### config.mk
export PLATFORM = sky130hd
export DESIGN_NAME = midi_file_stream_parser_core
export DESIGN_NICKNAME = d
export VERILOG_FILES = /design/src/sv/mfsp_pkg.sv /design/src/sv/mfsp_step.sv /design/src/sv/mfsp_rfifo.sv /design/src/sv/midi_file_stream_parser_core.sv
export SDC_FILE = /design/constraint.sdc
export NUM_CORES = 2
export LEC_CHECK = 0
export ABC_CLOCK_PERIOD_IN_PS = 13660
export BUFFER_PORTS_ARGS = -buffer_cell sky130_fd_sc_hd__clkbuf_2
export CAP_MARGIN = 15
export CORE_ASPECT_RATIO = 1.1
export CORE_MARGIN = 4
export CORE_UTILIZATION = 45
export DETAILED_ROUTE_END_ITERATION = 6
export HOLD_SLACK_MARGIN = 0.15
export PLACE_DENSITY = 0.72
export SLEW_MARGIN = 20
export SYNTH_ARGS = -nofsm -noshare
export SYNTH_HDL_FRONTEND = slang
export SYNTH_SLANG_ARGS = --single-unit
### constraint.sdc
create_clock -name clk -period 13.66 [get_ports clk]
set_input_delay 2.049 -clock clk [delete_from_list [all_inputs] [get_ports clk]]
set_output_delay 2.049 -clock clk [all_outputs]
set_load 0.005 [all_outputs]
### src/sv/mfsp_pkg.sv
// Shared types and constants for the MIDI file stream parser.
// No dependencies.
package mfsp_pkg;

	// Input item kinds
	localparam logic [1:0] KIND_BYTE    = 2'd0;
	localparam logic [1:0] KIND_END     = 2'd1;
	localparam logic [1:0] KIND_RESTART = 2'd2;

	// Result event kinds
	localparam logic [2:0] EV_HEADER  = 3'd0;
	localparam logic [2:0] EV_TRK_BEG = 3'd1;
	localparam logic [2:0] EV_TRK_END = 3'd2;
	localparam logic [2:0] EV_CHANNEL = 3'd3;
	localparam logic [2:0] EV_META    = 3'd4;
	localparam logic [2:0] EV_PAYLOAD = 3'd5;
	localparam logic [2:0] EV_DONE    = 3'd6;
	localparam logic [2:0] EV_ERROR   = 3'd7;

	// Error codes
	localparam logic [3:0] ERR_BAD_MTHD    = 4'd0;
	localparam logic [3:0] ERR_SHORT_HDR   = 4'd1;
	localparam logic [3:0] ERR_BAD_MTRK    = 4'd2;
	localparam logic [3:0] ERR_TLEN_CUT    = 4'd3;
	localparam logic [3:0] ERR_END_DELTA   = 4'd4;
	localparam logic [3:0] ERR_END_DATA    = 4'd5;
	localparam logic [3:0] ERR_END_MTYPE   = 4'd6;
	localparam logic [3:0] ERR_END_LEN     = 4'd7;
	localparam logic [3:0] ERR_END_PAYLOAD = 4'd8;
	localparam logic [3:0] ERR_RUNNING     = 4'd9;
	localparam logic [3:0] ERR_BAD_STATUS  = 4'd10;

	// Chunk ids
	localparam logic [31:0] ID_MTHD = 32'h4D54_6864;
	localparam logic [31:0] ID_MTRK = 32'h4D54_726B;

	// Status bytes and meta types
	localparam logic [7:0] ST_META      = 8'hFF;
	localparam logic [7:0] ST_SYSEX     = 8'hF0;
	localparam logic [7:0] ST_SYSEX_ESC = 8'hF7;
	localparam logic [8:0] META_EOT     = 9'h02F;
	localparam logic [8:0] META_TEMPO   = 9'h051;
	localparam logic [8:0] META_SYSEX   = 9'h100;

	// Result queue
	localparam int RQ_DEPTH = 4;
	localparam int RQ_AW    = $clog2(RQ_DEPTH);

	typedef struct packed {
		logic [2:0]  event_kind;
		logic [31:0] tick;
		logic [7:0]  status_byte;
		logic [4:0]  channel;
		logic [7:0]  first_data;
		logic [7:0]  second_data;
		logic        has_second;
		logic [15:0] word_a;
		logic [31:0] word_b;
		logic [23:0] word_c;
		logic [3:0]  error_code;
		logic        last;
	} res_t;

	typedef struct packed {
		logic [1:0] n;
		res_t       r0;
		res_t       r1;
	} push_t;

endpackage

### src/sv/mfsp_step.sv
// Parser state and per-byte decode; emits up to two results per input beat.
// Depends on mfsp_pkg.
module mfsp_step #(
	parameter int TICK_WIDTH = 32
) (
	input  logic              clk,
	input  logic              arst_n,
	input  logic              accept,
	input  logic [1:0]        kind,
	input  logic [7:0]        byte_value,
	output mfsp_pkg::push_t   push
);

	localparam logic [3:0] PH_HID     = 4'd0;
	localparam logic [3:0] PH_HLEN    = 4'd1;
	localparam logic [3:0] PH_FMT     = 4'd2;
	localparam logic [3:0] PH_NTRK    = 4'd3;
	localparam logic [3:0] PH_DIV     = 4'd4;
	localparam logic [3:0] PH_HSKIP   = 4'd5;
	localparam logic [3:0] PH_TID     = 4'd6;
	localparam logic [3:0] PH_TLEN    = 4'd7;
	localparam logic [3:0] PH_DELTA   = 4'd8;
	localparam logic [3:0] PH_STATUS  = 4'd9;
	localparam logic [3:0] PH_DATA1   = 4'd10;
	localparam logic [3:0] PH_DATA2   = 4'd11;
	localparam logic [3:0] PH_MTYPE   = 4'd12;
	localparam logic [3:0] PH_SLEN    = 4'd13;
	localparam logic [3:0] PH_PAYLOAD = 4'd14;
	localparam logic [3:0] PH_IDLE    = 4'd15;

	logic [3:0]            ph_q, ph_d;
	logic [31:0]           bc_q, bc_d;
	logic [31:0]           acc_q, acc_d;
	logic [31:0]           hl_q, hl_d;
	logic [7:0]            rs_q, rs_d;
	logic [TICK_WIDTH-1:0] tt_q, tt_d;
	logic [15:0]           te_q, te_d;
	logic [15:0]           seen_q, seen_d;
	logic [8:0]            meta_q, meta_d;
	logic [7:0]            held_q, held_d;
	logic [31:0]           pl_q, pl_d;

	mfsp_pkg::res_t slot [2];
	logic [1:0]     cnt;
	logic [31:0]    tick32;
	logic [3:0]     end_code;

	assign tick32 = 32'(tt_q);

	function automatic mfsp_pkg::res_t err_res(input logic [3:0] code);
		mfsp_pkg::res_t r;
		r = '0;
		r.event_kind = mfsp_pkg::EV_ERROR;
		r.error_code = code;
		return r;
	endfunction

	function automatic logic two_data(input logic [7:0] st);
		return !(st[6:4] == 3'd4 || st[6:4] == 3'd5);
	endfunction

	always_comb begin
		case (ph_q) inside
			PH_HID: end_code = mfsp_pkg::ERR_BAD_MTHD;
			PH_HLEN, PH_FMT, PH_NTRK, PH_DIV, PH_HSKIP: end_code = mfsp_pkg::ERR_SHORT_HDR;
			PH_TID: end_code = mfsp_pkg::ERR_BAD_MTRK;
			PH_TLEN: end_code = mfsp_pkg::ERR_TLEN_CUT;
			PH_DELTA: end_code = mfsp_pkg::ERR_END_DELTA;
			PH_MTYPE: end_code = mfsp_pkg::ERR_END_MTYPE;
			PH_SLEN: end_code = mfsp_pkg::ERR_END_LEN;
			PH_PAYLOAD: end_code = mfsp_pkg::ERR_END_PAYLOAD;
			default: end_code = mfsp_pkg::ERR_END_DATA;
		endcase
	end

	always_comb begin : decode
		mfsp_pkg::res_t ev;
		logic           fin;
		logic           nxt_trk;
		logic [31:0]    bc_inc;

		ph_d    = ph_q;
		bc_d    = bc_q;
		acc_d   = acc_q;
		hl_d    = hl_q;
		rs_d    = rs_q;
		tt_d    = tt_q;
		te_d    = te_q;
		seen_d  = seen_q;
		meta_d  = meta_q;
		held_d  = held_q;
		pl_d    = pl_q;
		slot[0] = '0;
		slot[1] = '0;
		cnt     = 2'd0;
		ev      = '0;
		fin     = 1'b0;
		nxt_trk = 1'b0;
		bc_inc  = bc_q + 32'd1;

		if (accept) begin
			case (kind)
				mfsp_pkg::KIND_RESTART: begin
					ph_d   = PH_HID;
					bc_d   = '0;
					acc_d  = '0;
					hl_d   = '0;
					rs_d   = '0;
					tt_d   = '0;
					te_d   = '0;
					seen_d = '0;
					meta_d = '0;
					held_d = '0;
					pl_d   = '0;
				end
				mfsp_pkg::KIND_END: begin
					if (ph_q != PH_IDLE) begin
						slot[cnt[0]] = err_res(end_code);
						cnt = cnt + 2'd1;
						ph_d = PH_IDLE;
					end
				end
				mfsp_pkg::KIND_BYTE: begin
					unique case (ph_q)
						PH_HID, PH_TID: begin
							acc_d = {acc_q[23:0], byte_value};
							bc_d = bc_inc;
							if (bc_inc == 32'd4) begin
								if (ph_q == PH_HID && acc_d != mfsp_pkg::ID_MTHD) begin
									slot[cnt[0]] = err_res(mfsp_pkg::ERR_BAD_MTHD);
									cnt = cnt + 2'd1;
									ph_d = PH_IDLE;
								end else if (ph_q == PH_TID && acc_d != mfsp_pkg::ID_MTRK) begin
									slot[cnt[0]] = err_res(mfsp_pkg::ERR_BAD_MTRK);
									cnt = cnt + 2'd1;
									ph_d = PH_IDLE;
								end else if (ph_q == PH_HID) begin
									bc_d = '0;
									hl_d = '0;
									ph_d = PH_HLEN;
								end else begin
									bc_d = '0;
									acc_d = '0;
									ph_d = PH_TLEN;
								end
							end
						end
						PH_HLEN: begin
							hl_d = {hl_q[23:0], byte_value};
							bc_d = bc_inc;
							if (bc_inc == 32'd4) begin
								if (hl_d < 32'd6) begin
									slot[cnt[0]] = err_res(mfsp_pkg::ERR_SHORT_HDR);
									cnt = cnt + 2'd1;
									ph_d = PH_IDLE;
								end else begin
									bc_d = '0;
									acc_d = '0;
									ph_d = PH_FMT;
								end
							end
						end
						PH_FMT: begin
							acc_d = {16'd0, acc_q[7:0], byte_value};
							bc_d = bc_inc;
							if (bc_inc == 32'd2) begin
								bc_d = '0;
								te_d = '0;
								ph_d = PH_NTRK;
							end
						end
						PH_NTRK: begin
							te_d = {te_q[7:0], byte_value};
							bc_d = bc_inc;
							if (bc_inc == 32'd2) begin
								bc_d = '0;
								ph_d = PH_DIV;
							end
						end
						PH_DIV: begin
							if (bc_q == 32'd0) begin
								held_d = byte_value;
								bc_d = 32'd1;
							end else begin
								ev = '0;
								ev.event_kind = mfsp_pkg::EV_HEADER;
								ev.word_a = acc_q[15:0];
								ev.word_b = 32'(te_q);
								ev.word_c = {8'd0, held_q, byte_value};
								slot[cnt[0]] = ev;
								cnt = cnt + 2'd1;
								if (hl_q > 32'd6) begin
									bc_d = hl_q - 32'd6;
									ph_d = PH_HSKIP;
								end else begin
									nxt_trk = 1'b1;
								end
							end
						end
						PH_HSKIP: begin
							if (bc_q != 32'd0)
								bc_d = bc_q - 32'd1;
							if (bc_d == 32'd0)
								nxt_trk = 1'b1;
						end
						PH_TLEN: begin
							acc_d = {acc_q[23:0], byte_value};
							bc_d = bc_inc;
							if (bc_inc == 32'd4) begin
								tt_d = '0;
								rs_d = '0;
								ev = '0;
								ev.event_kind = mfsp_pkg::EV_TRK_BEG;
								ev.word_a = seen_q;
								ev.word_b = acc_d;
								slot[cnt[0]] = ev;
								cnt = cnt + 2'd1;
								acc_d = '0;
								ph_d = PH_DELTA;
							end
						end
						PH_DELTA: begin
							acc_d = {acc_q[24:0], byte_value[6:0]};
							if (!byte_value[7]) begin
								tt_d = tt_q + TICK_WIDTH'(acc_d);
								ph_d = PH_STATUS;
							end
						end
						PH_STATUS, PH_DATA1, PH_DATA2: begin
							if (ph_q == PH_STATUS && byte_value[7]) begin
								rs_d = byte_value;
								if (byte_value == mfsp_pkg::ST_META) begin
									ph_d = PH_MTYPE;
								end else if (byte_value == mfsp_pkg::ST_SYSEX
										|| byte_value == mfsp_pkg::ST_SYSEX_ESC) begin
									meta_d = mfsp_pkg::META_SYSEX;
									acc_d = '0;
									ph_d = PH_SLEN;
								end else if (byte_value > mfsp_pkg::ST_SYSEX) begin
									slot[cnt[0]] = err_res(mfsp_pkg::ERR_BAD_STATUS);
									cnt = cnt + 2'd1;
									ph_d = PH_IDLE;
								end else begin
									ph_d = PH_DATA1;
								end
							end else if (ph_q == PH_STATUS && rs_q == 8'd0) begin
								slot[cnt[0]] = err_res(mfsp_pkg::ERR_RUNNING);
								cnt = cnt + 2'd1;
								ph_d = PH_IDLE;
							end else if (ph_q != PH_DATA2 && two_data(rs_q)) begin
								held_d = byte_value;
								ph_d = PH_DATA2;
							end else begin
								if (ph_q != PH_DATA2)
									held_d = byte_value;
								ev = '0;
								ev.event_kind = mfsp_pkg::EV_CHANNEL;
								ev.tick = tick32;
								ev.status_byte = {rs_q[7:4], 4'd0};
								ev.channel = 5'd1 + {1'b0, rs_q[3:0]};
								ev.first_data = held_d;
								if (ph_q == PH_DATA2) begin
									ev.second_data = byte_value;
									ev.has_second = 1'b1;
								end
								slot[cnt[0]] = ev;
								cnt = cnt + 2'd1;
								acc_d = '0;
								ph_d = PH_DELTA;
							end
						end
						PH_MTYPE: begin
							meta_d = {1'b0, byte_value};
							acc_d = '0;
							ph_d = PH_SLEN;
						end
						PH_SLEN: begin
							acc_d = {acc_q[24:0], byte_value[6:0]};
							if (!byte_value[7]) begin
								pl_d = acc_d;
								acc_d = '0;
								bc_d = '0;
								if (pl_d == 32'd0)
									fin = 1'b1;
								else
									ph_d = PH_PAYLOAD;
							end
						end
						PH_PAYLOAD: begin
							if (meta_q == mfsp_pkg::META_TEMPO && bc_q < 32'd3)
								acc_d = {acc_q[23:0], byte_value};
							bc_d = bc_inc;
							if (meta_q != mfsp_pkg::META_EOT) begin
								ev = '0;
								ev.event_kind = mfsp_pkg::EV_PAYLOAD;
								ev.tick = tick32;
								ev.status_byte = rs_q;
								ev.first_data = byte_value;
								ev.word_a = 16'(meta_q);
								ev.word_b = pl_q;
								slot[cnt[0]] = ev;
								cnt = cnt + 2'd1;
							end
							if (bc_inc == pl_q)
								fin = 1'b1;
						end
						default: ;
					endcase
				end
				default: ;
			endcase

			if (fin) begin
				ev = '0;
				ev.tick = tick32;
				if (meta_q == mfsp_pkg::META_EOT) begin
					ev.event_kind = mfsp_pkg::EV_TRK_END;
					ev.word_a = seen_q;
					ev.word_b = tick32;
					nxt_trk = 1'b1;
				end else begin
					ev.event_kind = mfsp_pkg::EV_META;
					ev.status_byte = rs_q;
					ev.word_a = 16'(meta_q);
					ev.word_b = pl_d;
					if (meta_q == mfsp_pkg::META_TEMPO)
						ev.word_c = acc_d[23:0];
					rs_d = '0;
					acc_d = '0;
					ph_d = PH_DELTA;
				end
				slot[cnt[0]] = ev;
				cnt = cnt + 2'd1;
			end

			if (nxt_trk) begin
				if (seen_q == te_q) begin
					ev = '0;
					ev.event_kind = mfsp_pkg::EV_DONE;
					slot[cnt[0]] = ev;
					cnt = cnt + 2'd1;
					ph_d = PH_IDLE;
				end else begin
					seen_d = seen_q + 16'd1;
					bc_d = '0;
					acc_d = '0;
					ph_d = PH_TID;
				end
			end
		end

		if (cnt == 2'd1)
			slot[0].last = 1'b1;
		if (cnt == 2'd2)
			slot[1].last = 1'b1;
	end

	assign push.n  = cnt;
	assign push.r0 = slot[0];
	assign push.r1 = slot[1];

	always_ff @(posedge clk or negedge arst_n) begin
		if (!arst_n) begin
			ph_q   <= PH_HID;
			bc_q   <= '0;
			acc_q  <= '0;
			hl_q   <= '0;
			rs_q   <= '0;
			tt_q   <= '0;
			te_q   <= '0;
			seen_q <= '0;
			meta_q <= '0;
			held_q <= '0;
			pl_q   <= '0;
		end else begin
			ph_q   <= ph_d;
			bc_q   <= bc_d;
			acc_q  <= acc_d;
			hl_q   <= hl_d;
			rs_q   <= rs_d;
			tt_q   <= tt_d;
			te_q   <= te_d;
			seen_q <= seen_d;
			meta_q <= meta_d;
			held_q <= held_d;
			pl_q   <= pl_d;
		end
	end

endmodule

### src/sv/mfsp_rfifo.sv
// Result queue: takes up to two results per cycle, hands out one per beat.
// Depends on mfsp_pkg.
module mfsp_rfifo (
	input  logic            clk,
	input  logic            arst_n,
	input  mfsp_pkg::push_t push,
	output logic            room,
	output logic            valid,
	input  logic            ready,
	output mfsp_pkg::res_t  data
);

	mfsp_pkg::res_t             mem_q [mfsp_pkg::RQ_DEPTH];
	logic [mfsp_pkg::RQ_AW-1:0] wp_q, rp_q;
	logic [mfsp_pkg::RQ_AW:0]   cnt_q;
	logic                       pop;

	assign valid = cnt_q != '0;
	assign data  = mem_q[rp_q];
	assign pop   = valid && ready;
	assign room  = cnt_q <= (mfsp_pkg::RQ_AW + 1)'(mfsp_pkg::RQ_DEPTH - 2);

	always_ff @(posedge clk) begin
		if (push.n != 2'd0)
			mem_q[wp_q] <= push.r0;
		if (push.n == 2'd2)
			mem_q[wp_q + mfsp_pkg::RQ_AW'(1)] <= push.r1;
	end

	always_ff @(posedge clk or negedge arst_n) begin
		if (!arst_n) begin
			wp_q  <= '0;
			rp_q  <= '0;
			cnt_q <= '0;
		end else begin
			wp_q  <= wp_q + mfsp_pkg::RQ_AW'(push.n);
			rp_q  <= rp_q + mfsp_pkg::RQ_AW'(pop);
			cnt_q <= cnt_q + (mfsp_pkg::RQ_AW + 1)'(push.n) - (mfsp_pkg::RQ_AW + 1)'(pop);
		end
	end

endmodule

### src/sv/midi_file_stream_parser_core.sv
// Top level of the MIDI file stream parser: decode stage plus result queue.
// Depends on mfsp_pkg, mfsp_step, mfsp_rfifo.
//
// Takes one Standard MIDI File byte (or an end-of-input / restart marker) per
// beat and returns zero, one or two result beats per input. The decode stage
// updates all parser state in the cycle a beat is accepted and writes its
// results into a four-entry queue, which registers them before they reach the
// output. Input is accepted every cycle while the queue holds two or fewer
// results, so the sustained rate is one byte per cycle whenever the output
// drains at least as fast as results are produced; inputs that yield two
// results (header with no tracks, last payload byte, end of the last track)
// take two queue entries. Track time wraps at TICK_WIDTH bits; tick shows its
// low 32 bits.
module midi_file_stream_parser_core #(
	parameter int TICK_WIDTH = 32
) (
	input  logic        clk,
	input  logic        arst_n,
	input  logic        item_valid,
	output logic        item_ready,
	input  logic [1:0]  kind,
	input  logic [7:0]  byte_value,
	output logic        result_valid,
	input  logic        result_ready,
	output logic [2:0]  event_kind,
	output logic [31:0] tick,
	output logic [7:0]  status_byte,
	output logic [4:0]  channel,
	output logic [7:0]  first_data,
	output logic [7:0]  second_data,
	output logic        has_second,
	output logic [15:0] word_a,
	output logic [31:0] word_b,
	output logic [23:0] word_c,
	output logic [3:0]  error_code,
	output logic        last
);

	mfsp_pkg::push_t push;
	mfsp_pkg::res_t  res;
	logic            room;

	assign item_ready = room;

	mfsp_step #(
		.TICK_WIDTH(TICK_WIDTH)
	) u_step (
		.clk       (clk),
		.arst_n    (arst_n),
		.accept    (item_valid && room),
		.kind      (kind),
		.byte_value(byte_value),
		.push      (push)
	);

	mfsp_rfifo u_rfifo (
		.clk   (clk),
		.arst_n(arst_n),
		.push  (push),
		.room  (room),
		.valid (result_valid),
		.ready (result_ready),
		.data  (res)
	);

	assign event_kind  = res.event_kind;
	assign tick        = res.tick;
	assign status_byte = res.status_byte;
	assign channel     = res.channel;
	assign first_data  = res.first_data;
	assign second_data = res.second_data;
	assign has_second  = res.has_second;
	assign word_a      = res.word_a;
	assign word_b      = res.word_b;
	assign word_c      = res.word_c;
	assign error_code  = res.error_code;
	assign last        = res.last;

endmodule
==> results.cfg <==
[synth]
netlist_instances = 4393
synth-compound-area-share_pct = 18.5
synth_top_family_by_area = compound AO/OA/AOI/OAI gates
synthAdderAreaFrac_pct = 1.34
yosys.area_share.simple_pct = 15.7
synth_edf_count = 568
synthDistinctLibCells = 107
synthesis.nets = 4455
yosys_warnings = 0
synth.area.mux_share_pct = 8.54
async_flop_share_pct = 28.0
synthTopCellsByArea = edfxtp_1, dfrtp_1, mux4_2
synth_top_cell_by_area = edfxtp_1
synth_xor_area_share_pct = 2.94
ys.flop_type = edfxtp_1
synth.avg_cell_area_um2 = 10.5
yosys.area.top_type_share_pct = 37.1
yosysSeqAreaShare_pct = 49.1
syn-cell-area_um2 = 46000
ys_seq_elements = 789

[sta]
setup-violations-final = 0
timing.setup.tns_ns = 0
fmax_mhz = 128
fin_crit_ns = 7.83
worst_slew_pin_slew_ns = 1.21
fin_crit_sh_pct = 57.4
finalWorstSetupSlack_ns = 5.83
hold_viol_final = 0
slew-limit-headroom_pct = 19.4
rsz0062_at_grt = no
slew_violations = 0
clock_skew_ns = 0.0421

[pwr]
leakagePower_nw = 18.3
p_comb_share_pct = 37.2
power_mw = 8.70
p_sw_share_pct = 39.3
p_int_mw = 5.28
vdd_drop_max_v = 0.000125
clkPwrFrac_pct = 27.1
p_per_area_nw_per_um2 = 171
p_switching_mw = 3.42
p_seq_share_pct = 35.8

[global_routing]
grt_start_max_net_pins = 143
grt_pass1_wl_um = 246000
grt.total_usage_pct = 30.2
grt-ovfl-total = 0
first_global_vias = 36900
grt_antenna_before_repair = 5

[floorplan]
dieArea_um2 = 107000
initial_core_util_pct = 45.6
core.rowCount = 122
die-width_um = 313
coreArea_um2 = 101000
ioPinCount = 158
die_h_um = 343

[clock_network]
postCtsHoldBufs = 0
clock_path_buffers = 3
postCtsResizedCells = 0
postCtsSetupBuffers = 0
clock-sinks = 789
clockRootBuffer = clkbuf_16
cts_tree = built
cts_buffers = 83
clock_latency_ns = 0.68
cts.clk_slew.worst_paths_ns = 0.07
htreeDepth = 3

[final_layout]
fillers = 8968
final_nets = 4416
drive_above_1_share_pct = 15.1
final_cell_mix = edfxtp_1, nand2_1, o21ai_0
syn2layout_area_growth_pct = 10.6
num_antenna_cells = 0
multi_input_comb_area_um2 = 21900
final_common_cell = edfxtp_1
seq_area_um2 = 22600

[critical_path]
path_class = flip-flop to flip-flop
crit_path_start_kind = flip-flop
path_max_fanout = 65
required_ns = 13.93
reg2reg_depth = 15
worstPathArrival_ns = 8.10
worst_setup_path_end_kind = flip-flop
r2r_slack_ns = 5.83

[detailed_routing]
drc_errors = 0
drtIter0Drc = 6109
vias = 39300
wl_per_cell_um = 28.8
dr.pass1.iters = 6
ant_nets = 0
viasPerCell = 6.80
finalWirelength_um = 167000

[hold_path]
hold_path_class = flip-flop to flip-flop
holdPathStages = 2

[place]
io_buffers = 157
pre_cts_ws_ns = 5.18
gp_congestion = 1.05
hpwl_um = 112000

[job]
cap_violations = 0

[run_status]
outcome = completed
-- Yosys cell counts, drive strengths merged (46+ instances only) --
| cell | instances |
|---|---|
| nor2 | 359 |
| a21oi | 147 |
| a22o | 75 |
| edfxtp | 568 |
| inv | 54 |
| nand2 | 444 |
| a21boi | 131 |
| a22oi | 66 |
| dfrtp | 221 |
| nand4 | 105 |
| a21o | 64 |
| nor4 | 52 |
| buf | 103 |
| nor3 | 97 |
| nand3 | 168 |
| ha | 46 |
| o31ai | 47 |
| mux4 | 142 |
| and3 | 47 |
| clkbuf | 292 |
| o21ai | 405 |
| xor2 | 70 |
| xnor2 | 74 |
-- per-stage QoR --
stage / std cells / hold slack [ns] / area, µm² / util (%)
floorplan: 4393 / 0.477 / 46000 / -
global placement: 5631 / 0.502 / 48000 / 47.5
detailed placement: 5631 / 0.528 / 48000 / 47.5
CTS: 5783 / 0.540 / 50800 / 50.3
global route: 5785 / 0.566 / 50900 / 50.4
finish: 5785 / 0.534 / 50900 / 50.4
-- cell families after synthesis --
logic type / count (synthesis)
DFF: 789
xor gates and xnor gates: 148
muxes: 210
adders and majority gates: 48
AOI/OAI and AO/OA: 1263
and+or+nand+nor: 1484
buffers and inverters: 451
-- state kept, by name, summed over array words and instances (netlist names), 9 cells and up --
name           flops
u_step.acc_q      25
u_step.tick32     32
u_step.bc_q       32
u_step.pl_q       32
u_step.hl_q       32
u_rfifo.mem_q    568
u_step.seen_q     16
u_step.meta_q      9
u_step.te_q       16
-- layer usage --
layer	GRT usage [%]	part of all wire, %
met5	0	0.0078
met2	46.5	45
met3	6.32	11
met1	39.9	37
met4	17.4	7.1
-- power by group through the flow --
stage	Sequential [mW]	Combinational, mW	Clock (mW)
5_1_grt	3.12	3.41	2.46
3_5_place_dp	3.13	3.15	0
3_3_place_gp	3.13	3.15	0
4_1_cts	3.08	3.16	2.36
2_1_floorplan	2.86	2.20	0
6_report	3.11	3.23	2.35
-- path summary, 6_finish.rpt --
kind	start	endpoint
worst max-delay path	u_step.bc_q[1]$_DFFE_PN0P_	u_rfifo.mem_q[1][66]$_DFFE_PP_
worst min-delay path	u_step.hl_q[31]$_DFFE_PN0P_	u_step.hl_q[31]$_DFFE_PN0P_
worst max register to register	u_step.bc_q[1]$_DFFE_PN0P_	u_rfifo.mem_q[1][66]$_DFFE_PP_
worst min register to register	u_step.hl_q[31]$_DFFE_PN0P_	u_step.hl_q[31]$_DFFE_PN0P_
max in group asynchronous	arst_n	u_rfifo.rp_q[0]$_DFF_PN0_
min in group asynchronous	arst_n	u_step.seen_q[7]$_DFFE_PN0P_
-- layout make-up --
| cell class | instances | share of cell area (%) |
|---|---|---|
| tap | 1364 | 3.35 |
| multi-input combinational | 3153 | 42.9 |
| sequential | 789 | 44.4 |
| clock buffer | 97 | 4.37 |
| clock inverter | 55 | 1.12 |
| inverter | 56 | 0.413 |
| timing repair buffer | 271 | 3.40 |
-- worst max-delay path: stages, from the launching register on --
cell	delay (ns)
dfrtp_1	0.58
ha_1	0.40
nand3_1	0.35
or4_1	0.79
or4_1	0.69
xor2_1	0.41
nand4_1	0.43
nor4b_4	0.63
a311oi_4	0.23
inv_1	0.10
ha_1	0.36
nor3_1	0.49
a311oi_1	0.22
nor2_4	0.61
buf_16	0.24
buf_4	0.76
Power figures use the tool's default switching activity.
